==> src/rtl/omni_wheel_drive_mixer_assert.svh <==
// Assertion macros used by the drive mixer back end.
`ifndef OMNI_WHEEL_DRIVE_MIXER_ASSERT_SVH
`define OMNI_WHEEL_DRIVE_MIXER_ASSERT_SVH

// An implication checked on every clock edge outside reset.
`define OWDM_ASSERT_IMPL(label, clk, rst_n, ante, cons, msg) \
	label: assert property (@(posedge clk) disable iff (!rst_n) (ante) |-> (cons)) \
		else $error(msg);

// An implication whose consequent is checked in the cycle after the antecedent.
`define OWDM_ASSERT_NEXT(label, clk, rst_n, ante, cons, msg) \
	label: assert property (@(posedge clk) disable iff (!rst_n) (ante) |=> (cons)) \
		else $error(msg);

`endif

==> src/rtl/owdm_pkg.sv <==
`timescale 1ns / 1ps
package owdm_pkg;
	localparam int TrigFracBitsDefault = 15;
	localparam int DirW = 9;
	localparam int SpdW = 7;
	localparam int HdgW = 9;
	localparam int CfgDataW = 9;
	localparam int CfgIdxW = 3;
	localparam int WheelAngle = 50;
	localparam int SmallError = 13;
	localparam int SlowTurn = 15;
	localparam int OffDirection = 360;

	localparam logic [CfgIdxW-1:0] REG_TURN_THRESHOLD = 3'd0;
	localparam logic [CfgIdxW-1:0] REG_TURN_SPEED     = 3'd1;
	localparam logic [CfgIdxW-1:0] REG_SPEED_LIMIT    = 3'd2;
	localparam logic [CfgIdxW-1:0] REG_STOP_CODE      = 3'd3;
	localparam logic [CfgIdxW-1:0] REG_MOTOR_REVERSE  = 3'd4;

	// Heading action chosen by the front end.
	localparam logic [1:0] ACT_MIX  = 2'd0;
	localparam logic [1:0] ACT_FLAT = 2'd1;
	localparam logic [1:0] ACT_CORR = 2'd2;
	localparam logic [1:0] ACT_OFF  = 2'd3;

	// Classified command handed from the front end to the back end.
	typedef struct packed {
		logic [8:0]        quad_a;   // quadrant angle for cosine
		logic              neg_a;
		logic [8:0]        quad_b;   // quadrant angle for sine
		logic              neg_b;
		logic [SpdW-1:0]   speed;
		logic [1:0]        action;
		logic signed [9:0] flat;     // common speed for turn actions
		logic signed [11:0] corr;    // 2*error to subtract
	} cmd_t;

	// Q31 sine of a whole degree 0..90 by the truncated Taylor series.
	function automatic logic [63:0] sine_q31(input int k);
		logic [63:0] x, x2, term, sum;
		x = (64'(k) * 64'd6746518737) / 64'd180;
		x2 = (x * x) >> 31;
		sum = x;
		term = x;
		for (int n = 1; n <= 13; n++) begin
			term = ((term * x2) >> 31) / 64'((2 * n) * (2 * n + 1));
			if (n % 2 == 1)
				sum = (sum >= term) ? sum - term : 64'd0;
			else
				sum = sum + term;
		end
		return sum;
	endfunction
endpackage

==> src/rtl/owdm_front.sv <==
`timescale 1ns / 1ps
module owdm_front import owdm_pkg::*; (
	input  logic            clk,
	input  logic            arst_n,
	input  logic            in_valid,
	output logic            in_ready,
	input  logic [DirW-1:0] travel_direction,
	input  logic [SpdW-1:0] travel_speed,
	input  logic [HdgW-1:0] target_heading,
	input  logic [HdgW-1:0] compass_heading,
	input  logic [7:0]      turn_threshold,
	input  logic [6:0]      turn_speed,
	input  logic [8:0]      stop_code,
	output logic            cmd_valid,
	input  logic            cmd_ready,
	output cmd_t            cmd
);
	logic [8:0]         dmod, dc;
	logic signed [11:0] tg, cu, err;
	logic [11:0]        aerr;
	cmd_t               nxt;
	logic               negf;

	// Quadrant reduction of an angle in 0..449 for the sine symmetry.
	function automatic logic [9:0] quad(input logic [9:0] d0);
		logic [9:0] d;
		d = (d0 >= 10'd360) ? d0 - 10'd360 : d0;
		if (d <= 10'd90) return {1'b0, d[8:0]};
		else if (d <= 10'd180) return {1'b0, 9'(10'd180 - d)};
		else if (d <= 10'd270) return {1'b1, 9'(d - 10'd180)};
		else return {1'b1, 9'(10'd360 - d)};
	endfunction

	always_comb begin
		logic [9:0] qa, qb;
		dmod = (travel_direction >= 9'd360) ? travel_direction - 9'd360 : travel_direction;
		dc = dmod;
		qa = quad(10'(dc) + 10'd90);
		qb = quad(10'(dc));
		tg = 12'(target_heading);
		cu = 12'(compass_heading);
		if (tg < 12'sd180)
			err = (cu > tg + 12'sd180) ? cu - tg - 12'sd360 : cu - tg;
		else
			err = (cu > tg - 12'sd180) ? cu - tg : 12'sd360 - tg + cu;
		aerr = err[11] ? 12'(-err) : 12'(err);
		negf = err[11];
		nxt.quad_a = qa[8:0];
		nxt.neg_a = qa[9];
		nxt.quad_b = qb[8:0];
		nxt.neg_b = qb[9];
		nxt.speed = travel_speed;
		nxt.corr = err <<< 1;
		nxt.flat = '0;
		if (travel_direction == 9'(OffDirection)) begin
			nxt.action = ACT_OFF;
		end else if (aerr > 12'(turn_threshold)) begin
			nxt.action = ACT_FLAT;
			nxt.flat = negf ? 10'(turn_speed) : -10'(turn_speed);
		end else if (aerr > 12'(SmallError)) begin
			if (travel_direction == stop_code) begin
				nxt.action = ACT_FLAT;
				nxt.flat = negf ? 10'(SlowTurn) : -10'(SlowTurn);
			end else begin
				nxt.action = ACT_CORR;
			end
		end else begin
			nxt.action = ACT_MIX;
		end
	end

	// Two-entry queue toward the back end.
	cmd_t       fifo_q [2];
	logic [1:0] cnt_q;
	logic       wp_q, rp_q;
	logic       push, pop;

	assign in_ready = (cnt_q != 2'd2);
	assign push = in_valid && in_ready;
	assign pop = cmd_valid && cmd_ready;
	assign cmd_valid = (cnt_q != 2'd0);
	assign cmd = fifo_q[rp_q];

	always_ff @(posedge clk or negedge arst_n) begin
		if (!arst_n) begin
			cnt_q <= '0;
			wp_q <= 1'b0;
			rp_q <= 1'b0;
		end else begin
			if (push) wp_q <= ~wp_q;
			if (pop) rp_q <= ~rp_q;
			cnt_q <= cnt_q + 2'(push) - 2'(pop);
		end
	end

	always_ff @(posedge clk) begin
		if (push) fifo_q[wp_q] <= nxt;
	end
endmodule

==> src/rtl/owdm_back.sv <==
`timescale 1ns / 1ps
module owdm_back import owdm_pkg::*; #(
	parameter int TRIG_FRACTION_BITS = TrigFracBitsDefault
) (
	input  logic       clk,
	input  logic       arst_n,
	input  logic       cmd_valid,
	output logic       cmd_ready,
	input  cmd_t       cmd,
	input  logic [6:0] speed_limit,
	input  logic [3:0] motor_reverse,
	output logic       out_valid,
	input  logic       out_ready,
	output logic       dir_a,
	output logic [7:0] pwm_a,
	output logic       dir_b,
	output logic [7:0] pwm_b,
	output logic       dir_c,
	output logic [7:0] pwm_c,
	output logic       dir_d,
	output logic [7:0] pwm_d
);
	localparam int TW = TRIG_FRACTION_BITS + 2;
	localparam int PW = 2 * TW + 1;
	localparam int QW = SpdW + PW;
	localparam int CntW = $clog2(SpdW + 1);
	localparam logic [2:0] ST_IDLE  = 3'd0;
	localparam logic [2:0] ST_MUL   = 3'd1;
	localparam logic [2:0] ST_SETUP = 3'd2;
	localparam logic [2:0] ST_DIV   = 3'd3;
	localparam logic [2:0] ST_OUT   = 3'd4;
	// For x below 128, x*255/100 equals (x*PwmScale) >> 19 exactly.
	localparam logic [27:0] PwmScale = 28'd1336965;

	typedef logic [TW-2:0] sin_rom_t [91];

	function automatic sin_rom_t build_rom();
		sin_rom_t r;
		for (int k = 0; k <= 90; k++)
			r[k] = (TW-1)'(sine_q31(k) >> (31 - TRIG_FRACTION_BITS));
		return r;
	endfunction

	localparam sin_rom_t SinRom = build_rom();
	localparam logic signed [TW-1:0] SinW = TW'(SinRom[WheelAngle]);
	localparam logic signed [TW-1:0] CosW = TW'(SinRom[90 - WheelAngle]);

	logic [2:0]            st_q;
	cmd_t                  c_q;
	logic signed [PW-1:0]  u1_q, u2_q;
	logic [PW-1:0]         den_q, rem_q;
	logic [SpdW-1:0]       lo_q, quo_q;
	logic [CntW-1:0]       bit_q;
	logic                  big1_q, sbig_q, ssmall_q, zero_q;
	logic                  out_valid_q;
	logic [3:0]            dir_q;
	logic [7:0]            pwm_q [4];
	logic signed [TW-1:0]  cv, sv;
	logic [PW-1:0]         m1, m2;
	logic                  big1;
	logic [QW-1:0]         num;
	logic [PW+1:0]         trial;
	logic                  out_load;

	assign cmd_ready = (st_q == ST_IDLE);
	assign out_valid = out_valid_q;
	assign out_load = (st_q == ST_OUT) && (!out_valid_q || out_ready);
	assign cv = c_q.neg_a ? -TW'(SinRom[c_q.quad_a[6:0]]) : TW'(SinRom[c_q.quad_a[6:0]]);
	assign sv = c_q.neg_b ? -TW'(SinRom[c_q.quad_b[6:0]]) : TW'(SinRom[c_q.quad_b[6:0]]);
	assign m1 = u1_q[PW-1] ? PW'(-u1_q) : PW'(u1_q);
	assign m2 = u2_q[PW-1] ? PW'(-u2_q) : PW'(u2_q);
	assign big1 = (m1 > m2);
	assign num = QW'(c_q.speed) * QW'(big1 ? m2 : m1);
	assign trial = {1'b0, rem_q, lo_q[SpdW-1]} - {2'b00, den_q};

	function automatic logic [8:0] drive(input logic signed [10:0] s0, input logic rev,
			input logic [6:0] lim);
		logic signed [11:0] s, l;
		logic [6:0] x;
		logic [27:0] p;
		logic [8:0] q;
		s = rev ? -12'(s0) : 12'(s0);
		l = 12'(lim);
		if (s > l) s = l;
		else if (s < -l) s = -l;
		x = s[11] ? 7'(-s) : 7'(s);
		p = 28'(x) * PwmScale;
		q = p[27:19];
		if (!s[11]) return {1'b0, (q > 9'd255) ? 8'd255 : q[7:0]};
		return {1'b1, (q > 9'd255) ? 8'd0 : 8'(9'd255 - q)};
	endfunction

	always_ff @(posedge clk or negedge arst_n) begin
		if (!arst_n) begin
			st_q <= ST_IDLE;
			out_valid_q <= 1'b0;
		end else begin
			out_valid_q <= out_load || (out_valid_q && !out_ready);
			unique case (st_q)
				ST_IDLE: if (cmd_valid) st_q <= ST_MUL;
				ST_MUL: st_q <= ST_SETUP;
				ST_SETUP: st_q <= ST_DIV;
				ST_DIV: if (bit_q == CntW'(1)) st_q <= ST_OUT;
				ST_OUT: if (out_load) st_q <= ST_IDLE;
				default: st_q <= ST_IDLE;
			endcase
		end
	end

	// The quotient never exceeds the speed, so only SpdW restoring steps are needed;
	// the upper bits of the product already sit below the divisor.
	always_ff @(posedge clk) begin
		logic signed [10:0] big, lesser, q;
		logic signed [10:0] m [4];
		logic [8:0] r;
		unique case (st_q)
			ST_IDLE: if (cmd_valid) c_q <= cmd;
			ST_MUL: begin
				u1_q <= PW'(cv * SinW) - PW'(sv * CosW);
				u2_q <= PW'(cv * SinW) + PW'(sv * CosW);
			end
			ST_SETUP: begin
				big1_q <= big1;
				sbig_q <= big1 ? u1_q[PW-1] : u2_q[PW-1];
				ssmall_q <= big1 ? u2_q[PW-1] : u1_q[PW-1];
				zero_q <= !big1 && (u2_q == '0);
				den_q <= big1 ? m1 : m2;
				rem_q <= num[QW-1:SpdW];
				lo_q <= num[SpdW-1:0];
				quo_q <= '0;
				bit_q <= CntW'(SpdW);
			end
			ST_DIV: begin
				lo_q <= lo_q << 1;
				if (!trial[PW+1]) begin
					rem_q <= trial[PW-1:0];
					quo_q <= {quo_q[SpdW-2:0], 1'b1};
				end else begin
					rem_q <= {rem_q[PW-2:0], lo_q[SpdW-1]};
					quo_q <= {quo_q[SpdW-2:0], 1'b0};
				end
				bit_q <= bit_q - CntW'(1);
			end
			ST_OUT: if (out_load) begin
				big = sbig_q ? -11'(c_q.speed) : 11'(c_q.speed);
				q = 11'(quo_q);
				lesser = ssmall_q ? -q : q;
				if (zero_q) begin
					m[0] = '0; m[1] = '0;
				end else if (big1_q) begin
					m[0] = big; m[1] = lesser;
				end else begin
					m[0] = lesser; m[1] = big;
				end
				m[2] = -m[0];
				m[3] = -m[1];
				for (int i = 0; i < 4; i++) begin
					unique case (c_q.action)
						ACT_OFF: m[i] = '0;
						ACT_FLAT: m[i] = 11'(c_q.flat);
						ACT_CORR: m[i] = m[i] - 11'(c_q.corr);
						ACT_MIX: ;
					endcase
					r = drive(m[i], motor_reverse[i], speed_limit);
					dir_q[i] <= r[8];
					pwm_q[i] <= r[7:0];
				end
			end
			default: ;
		endcase
	end

	assign dir_a = dir_q[0];
	assign pwm_a = pwm_q[0];
	assign dir_b = dir_q[1];
	assign pwm_b = pwm_q[1];
	assign dir_c = dir_q[2];
	assign pwm_c = pwm_q[2];
	assign dir_d = dir_q[3];
	assign pwm_d = pwm_q[3];

`include "omni_wheel_drive_mixer_assert.svh"
	`OWDM_ASSERT_IMPL(a_ready_idle, clk, arst_n, cmd_ready, st_q == ST_IDLE, "ready outside idle")
	`OWDM_ASSERT_NEXT(a_take, clk, arst_n, cmd_valid && cmd_ready, st_q == ST_MUL, "take missed")
	`OWDM_ASSERT_NEXT(a_mul, clk, arst_n, st_q == ST_MUL, st_q == ST_SETUP, "setup skipped")
	`OWDM_ASSERT_NEXT(a_hold, clk, arst_n, out_valid && !out_ready, out_valid, "result dropped")
endmodule

==> src/rtl/omni_wheel_drive_mixer.sv <==
`timescale 1ns / 1ps
// Four-wheel omni drive mixer: a front end classifies each command (heading
// error, turn or correction choice, quadrant of the direction) and queues it;
// the back end mixes the wheel speeds with a one-bit-per-cycle divider and
// maps them to direction and PWM. For each command the back end takes it,
// forms the products, sets up the divider, runs seven divide steps (one per
// speed bit, since the quotient never exceeds the speed) and loads the output
// register; it takes no new command until that result is loaded. The front
// end accepts commands back to back into its two-entry queue; while a result
// waits on out_ready the back end holds and, once the queue is full, in_ready
// drops.
module omni_wheel_drive_mixer import owdm_pkg::*; #(
	parameter int TRIG_FRACTION_BITS = TrigFracBitsDefault
) (
	input  logic                clk,
	input  logic                arst_n,
	input  logic                cfg_we,
	input  logic [CfgIdxW-1:0]  cfg_index,
	input  logic [CfgDataW-1:0] cfg_data,
	input  logic                in_valid,
	output logic                in_ready,
	input  logic [DirW-1:0]     travel_direction,
	input  logic [SpdW-1:0]     travel_speed,
	input  logic [HdgW-1:0]     target_heading,
	input  logic [HdgW-1:0]     compass_heading,
	output logic                out_valid,
	input  logic                out_ready,
	output logic                dir_a,
	output logic [7:0]          pwm_a,
	output logic                dir_b,
	output logic [7:0]          pwm_b,
	output logic                dir_c,
	output logic [7:0]          pwm_c,
	output logic                dir_d,
	output logic [7:0]          pwm_d
);
	logic [7:0] thr_q;
	logic [6:0] tspd_q, lim_q;
	logic [8:0] stop_q;
	logic [3:0] rev_q;
	logic       cmd_valid, cmd_ready;
	cmd_t       cmd;

	always_ff @(posedge clk or negedge arst_n) begin
		if (!arst_n) begin
			thr_q <= 8'd40;
			tspd_q <= 7'd30;
			lim_q <= 7'd100;
			stop_q <= 9'd360;
			rev_q <= 4'd0;
		end else if (cfg_we) begin
			unique case (cfg_index)
				REG_TURN_THRESHOLD: thr_q <= cfg_data[7:0];
				REG_TURN_SPEED: tspd_q <= cfg_data[6:0];
				REG_SPEED_LIMIT: lim_q <= cfg_data[6:0];
				REG_STOP_CODE: stop_q <= cfg_data;
				REG_MOTOR_REVERSE: rev_q <= cfg_data[3:0];
				default: ;
			endcase
		end
	end

	owdm_front u_front (
		.clk, .arst_n, .in_valid, .in_ready, .travel_direction, .travel_speed,
		.target_heading, .compass_heading, .turn_threshold(thr_q), .turn_speed(tspd_q),
		.stop_code(stop_q), .cmd_valid, .cmd_ready, .cmd
	);

	owdm_back #(.TRIG_FRACTION_BITS(TRIG_FRACTION_BITS)) u_back (
		.clk, .arst_n, .cmd_valid, .cmd_ready, .cmd, .speed_limit(lim_q),
		.motor_reverse(rev_q), .out_valid, .out_ready, .dir_a, .pwm_a, .dir_b, .pwm_b,
		.dir_c, .pwm_c, .dir_d, .pwm_d
	);
endmodule
==> config.mk <==
export PLATFORM = sky130hd
export DESIGN_NAME = omni_wheel_drive_mixer
export DESIGN_NICKNAME = d
export VERILOG_FILES = /design/src/rtl/owdm_pkg.sv /design/src/rtl/owdm_front.sv /design/src/rtl/owdm_back.sv /design/src/rtl/omni_wheel_drive_mixer.sv
export VERILOG_INCLUDE_DIRS = /design/src /design/src/rtl
export SDC_FILE = /design/constraint.sdc
export NUM_CORES = 2
export LEC_CHECK = 0
export ABC_AREA = 1
export ABC_CLOCK_PERIOD_IN_PS = 9600
export BUFFER_PORTS_ARGS = -buffer_cell sky130_fd_sc_hd__buf_4
export CORE_ASPECT_RATIO = 1.25
export CORE_MARGIN = 2
export CORE_UTILIZATION = 57
export CTS_CLUSTER_DIAMETER = 80
export DETAILED_ROUTE_END_ITERATION = 10
export GPL_TIMING_DRIVEN = 0
export PLACE_DENSITY = 0.76
export SLEW_MARGIN = 30
export SYNTH_ARGS = -nofsm -noshare
export SYNTH_HDL_FRONTEND = slang
export SYNTH_SLANG_ARGS = --single-unit
==> constraint.sdc <==
create_clock -name clk -period 9.6 [get_ports clk]
set_input_delay 2.4 -clock clk [delete_from_list [all_inputs] [get_ports clk]]
set_output_delay 2.4 -clock clk [all_outputs]
set_load 0.005 [all_outputs]
==> flow_summary.json <==
{
  "critPathKind": "reg2reg",
  "setup_tns_ns": -9.82,
  "cp.required_ns": 9.98,
  "yosys_warnings": 0,
  "dp_hpwl_mm": 134,
  "r2r-start": "u_back.u1_q[1]",
  "postSynthNetCount": 9277,
  "setup_viol_count_final": 21,
  "synth_seq_cells": 370,
  "cpMostUsedCell": "nand2_1",
  "wirelength_mm": 174,
  "core_area_um2": 102000,
  "rr_worst_depth": 59,
  "r2r_end": "u_back.rem_q[27]",
  "final_util": 0.695,
  "ctsRootBufferMaster": "clkbuf_16",
  "nNetsFinal": 9748,
  "max-slew-margin-rel": 0.288,
  "hold_viol_final": 0,
  "synth_edf_count": 327,
  "numPortBuffers": 87,
  "ys_types": 81,
  "drt_iter0_markers": 3864,
  "fin_crit_sh": 1.07,
  "skew_ns": 0.0485,
  "cts_sinks": 370,
  "setup.worst_path.start_class": "flip-flop",
  "r2r_slack_ns": -0.72,
  "die_w_um": 292,
  "post_drt_wl_per_cell_um": 17.6,
  "via_per_inst": 5.67,
  "min_from": "thr_q[4]",
  "firstDrtPassIters": 6,
  "finalCriticalPeriod_ns": 10.32,
  "cp_slowest_stage_delay_ns": 0.62,
  "end_kind": "flip-flop",
  "die_area_um2": 106000,
  "clock_path_buffers": 3,
  "area_delta_synth_final_pct": 20.5,
  "num_vias": 55902,
  "yosys-top-cells-count": "nand2_1, inv_1, ha_1",
  "ys.flop_type": "edfxtp_1",
  "worst_pin_slew_ns": 1.06,
  "violations": "setup timing",
  "yosysTopAreaCell": "ha_1",
  "synthTopCellsByArea": "ha_1, edfxtp_1, nand2_1, fa_1, inv_1",
  "post-place-ws_ns": -2.18,
  "synth_cells": 8024,
  "fill_cells": 8079,
  "num_rows": 131,
  "track_usage": 0.308,
  "critical-path-slowest-cell": "fa_1",
  "grt_pass1_wl_mm": 269,
  "layout-drive-gt1-share": 0.185,
  "antenna_found_initial": 1,
  "place.gp.congestion": 0.972,
  "rsz0062_at_grt": "true",
  "whs_path_depth": 2,
  "hold_class": "reg2reg",
  "grt_max_degree": 44,
  "overflow": 0,
  "clk_pin_slew_ns": 0.06,
  "hold-path-endpoint": "thr_q[4]",
  "async_reset_ff_frac": 0.116,
  "initial_core_util": 0.576,
  "syn_area_um2": 59000,
  "synth_seq_area_share": 0.185,
  "place_inst": 9463,
  "synth_most_common_cell": "nand2_1",
  "synth_top_area_share": 0.183,
  "cts_tree": "yes",
  "max_cap_violations": 0,
  "setup_ws_ns": -0.720,
  "outcome": "finished, violations left",
  "path_max_fanout": 10,
  "worstSkewPairLatency_ns": 0.63,
  "grt_pass1_vias": 54610,
  "layout.cells.non_filler": 9860,
  "die-height_um": 364,
  "arrival_ns": 10.70,
  "synth_area_per_cell_um2": 7.35,
  "drv_slew": 0,
  "antenna_left": 0,
  "fmax_ghz": 0.0969,
  "htree_levels": 2,
  "drc": 0,
  "cts_buffers": 43,
  "ioPinCount": 89,
  "antennaDiodeCount": 0
}
==> repair_timing <==
action	4_1_cts	5_1_grt
endpoints found under the setup margin	102	81
pin swaps	122	325
cloned	1	4
setup buffers	133	196
hold buffers	0	0
resized for setup	421	810
==> worst max-delay path: cells and delay by family, from the launching register on <==
| family | cells | cell delay [ns] |
|---|---|---|
| AOI/OAI and AO/OA | 11 | 1.53 |
| adders and majority gates | 7 | 2.94 |
| buffers and inverters | 12 | 1.20 |
| DFF | 1 | 0.43 |
| and+or+nand+nor | 29 | 4.01 |
==> worst max path at each step <==
stage | start | to | slack, ns
3_3_place_gp | u_back.u2_q[0] | u_back.rem_q[31] | -2.06
4_1_cts | u_back.u1_q[1] | u_back.rem_q[31] | -0.35
5_1_grt | u_back.u1_q[1] | u_back.rem_q[27] | -1.27
2_1_floorplan | u_back.c_q[43] | u_back.u1_q[34] | 0.01
3_5_place_dp | u_back.u2_q[0] | u_back.rem_q[31] | -2.18
6_report | u_back.u1_q[1] | u_back.rem_q[27] | -0.72
==> state kept, by name, summed over array words and instances (netlist names), 2 cells and up <==
name,count
lim_q,7
rev_q,4
stop_q,9
thr_q,8
tspd_q,7
u_back.bit_q,3
u_back.c_q,44
u_back.den_q,35
u_back.dir_q,4
u_back.lo_q,7
u_back.pwm_q,32
u_back.quo_q,7
u_back.rem_q,35
u_back.st_q,3
u_back.u1_q,34
u_back.u2_q,34
u_front.cnt_q,2
u_front.fifo_q,88
==> area by class of cell <==
class / instances / area, um2 / area share
inverter: 1454 / 5560 / 0.0782
clock buffer: 46 / 1090 / 0.0153
tap: 1330 / 1660 / 0.0234
timing repair buffer: 440 / 3710 / 0.0522
clock inverter: 34 / 470 / 0.00662
buffer: 175 / 1040 / 0.0147
sequential: 370 / 10900 / 0.154
multi-input combinational: 6011 / 46600 / 0.656
==> cell families (layout without fill, tap and decap cells) <==
group           count (synthesis)  after routing  share of synthesized area
fa+ha+maj                    1202           1202                      0.299
buf+inv                      1643           2149                      0.108
xor+xnor                      409            409                     0.0609
flops                         370            370                      0.185
simple gates                 3020           3020                      0.215
compound gates               1379           1379                      0.132
mux                             1              1                   0.000191
==> metal layers <==
metal | track usage | wire (um) | up-vias
met4 | 0.126 | 7950 | 0
met3 | 0.0358 | 10300 | 496
li1 | - | - | 27054
met1 | 0.375 | 69900 | 26374
met2 | 0.554 | 85900 | 1978
met5 | 0 | 0 | -
==> cell usage in the layout, fill, tap and decap left out, types with 56 or more instances in the layout <==
master / n
a21oi_1: 450
a21oi_2: 62
buf_4: 386
buf_6: 58
clkbuf_1: 92
edfxtp_1: 327
fa_1: 325
ha_1: 729
ha_4: 118
inv_1: 1310
inv_2: 107
nand2_1: 1704
nand2_2: 142
nand3_1: 269
nor2_1: 465
nor3_1: 70
o211ai_1: 56
o21ai_0: 363
o21ai_1: 99
o21ai_2: 69
xnor2_1: 77
xor2_1: 262
==> metrics by stage <==
stage                     hold WS, ns  instance area [um2]
final                           0.489                71000
after CTS                       0.489                66100
after floorplan                 0.453                59000
after global placement          0.470                61300
after detailed placement        0.474                61700
after global routing            0.517                71000
Power is not shown: default switching activity piles up to over one toggle a cycle in this logic, so the estimate is an artifact.
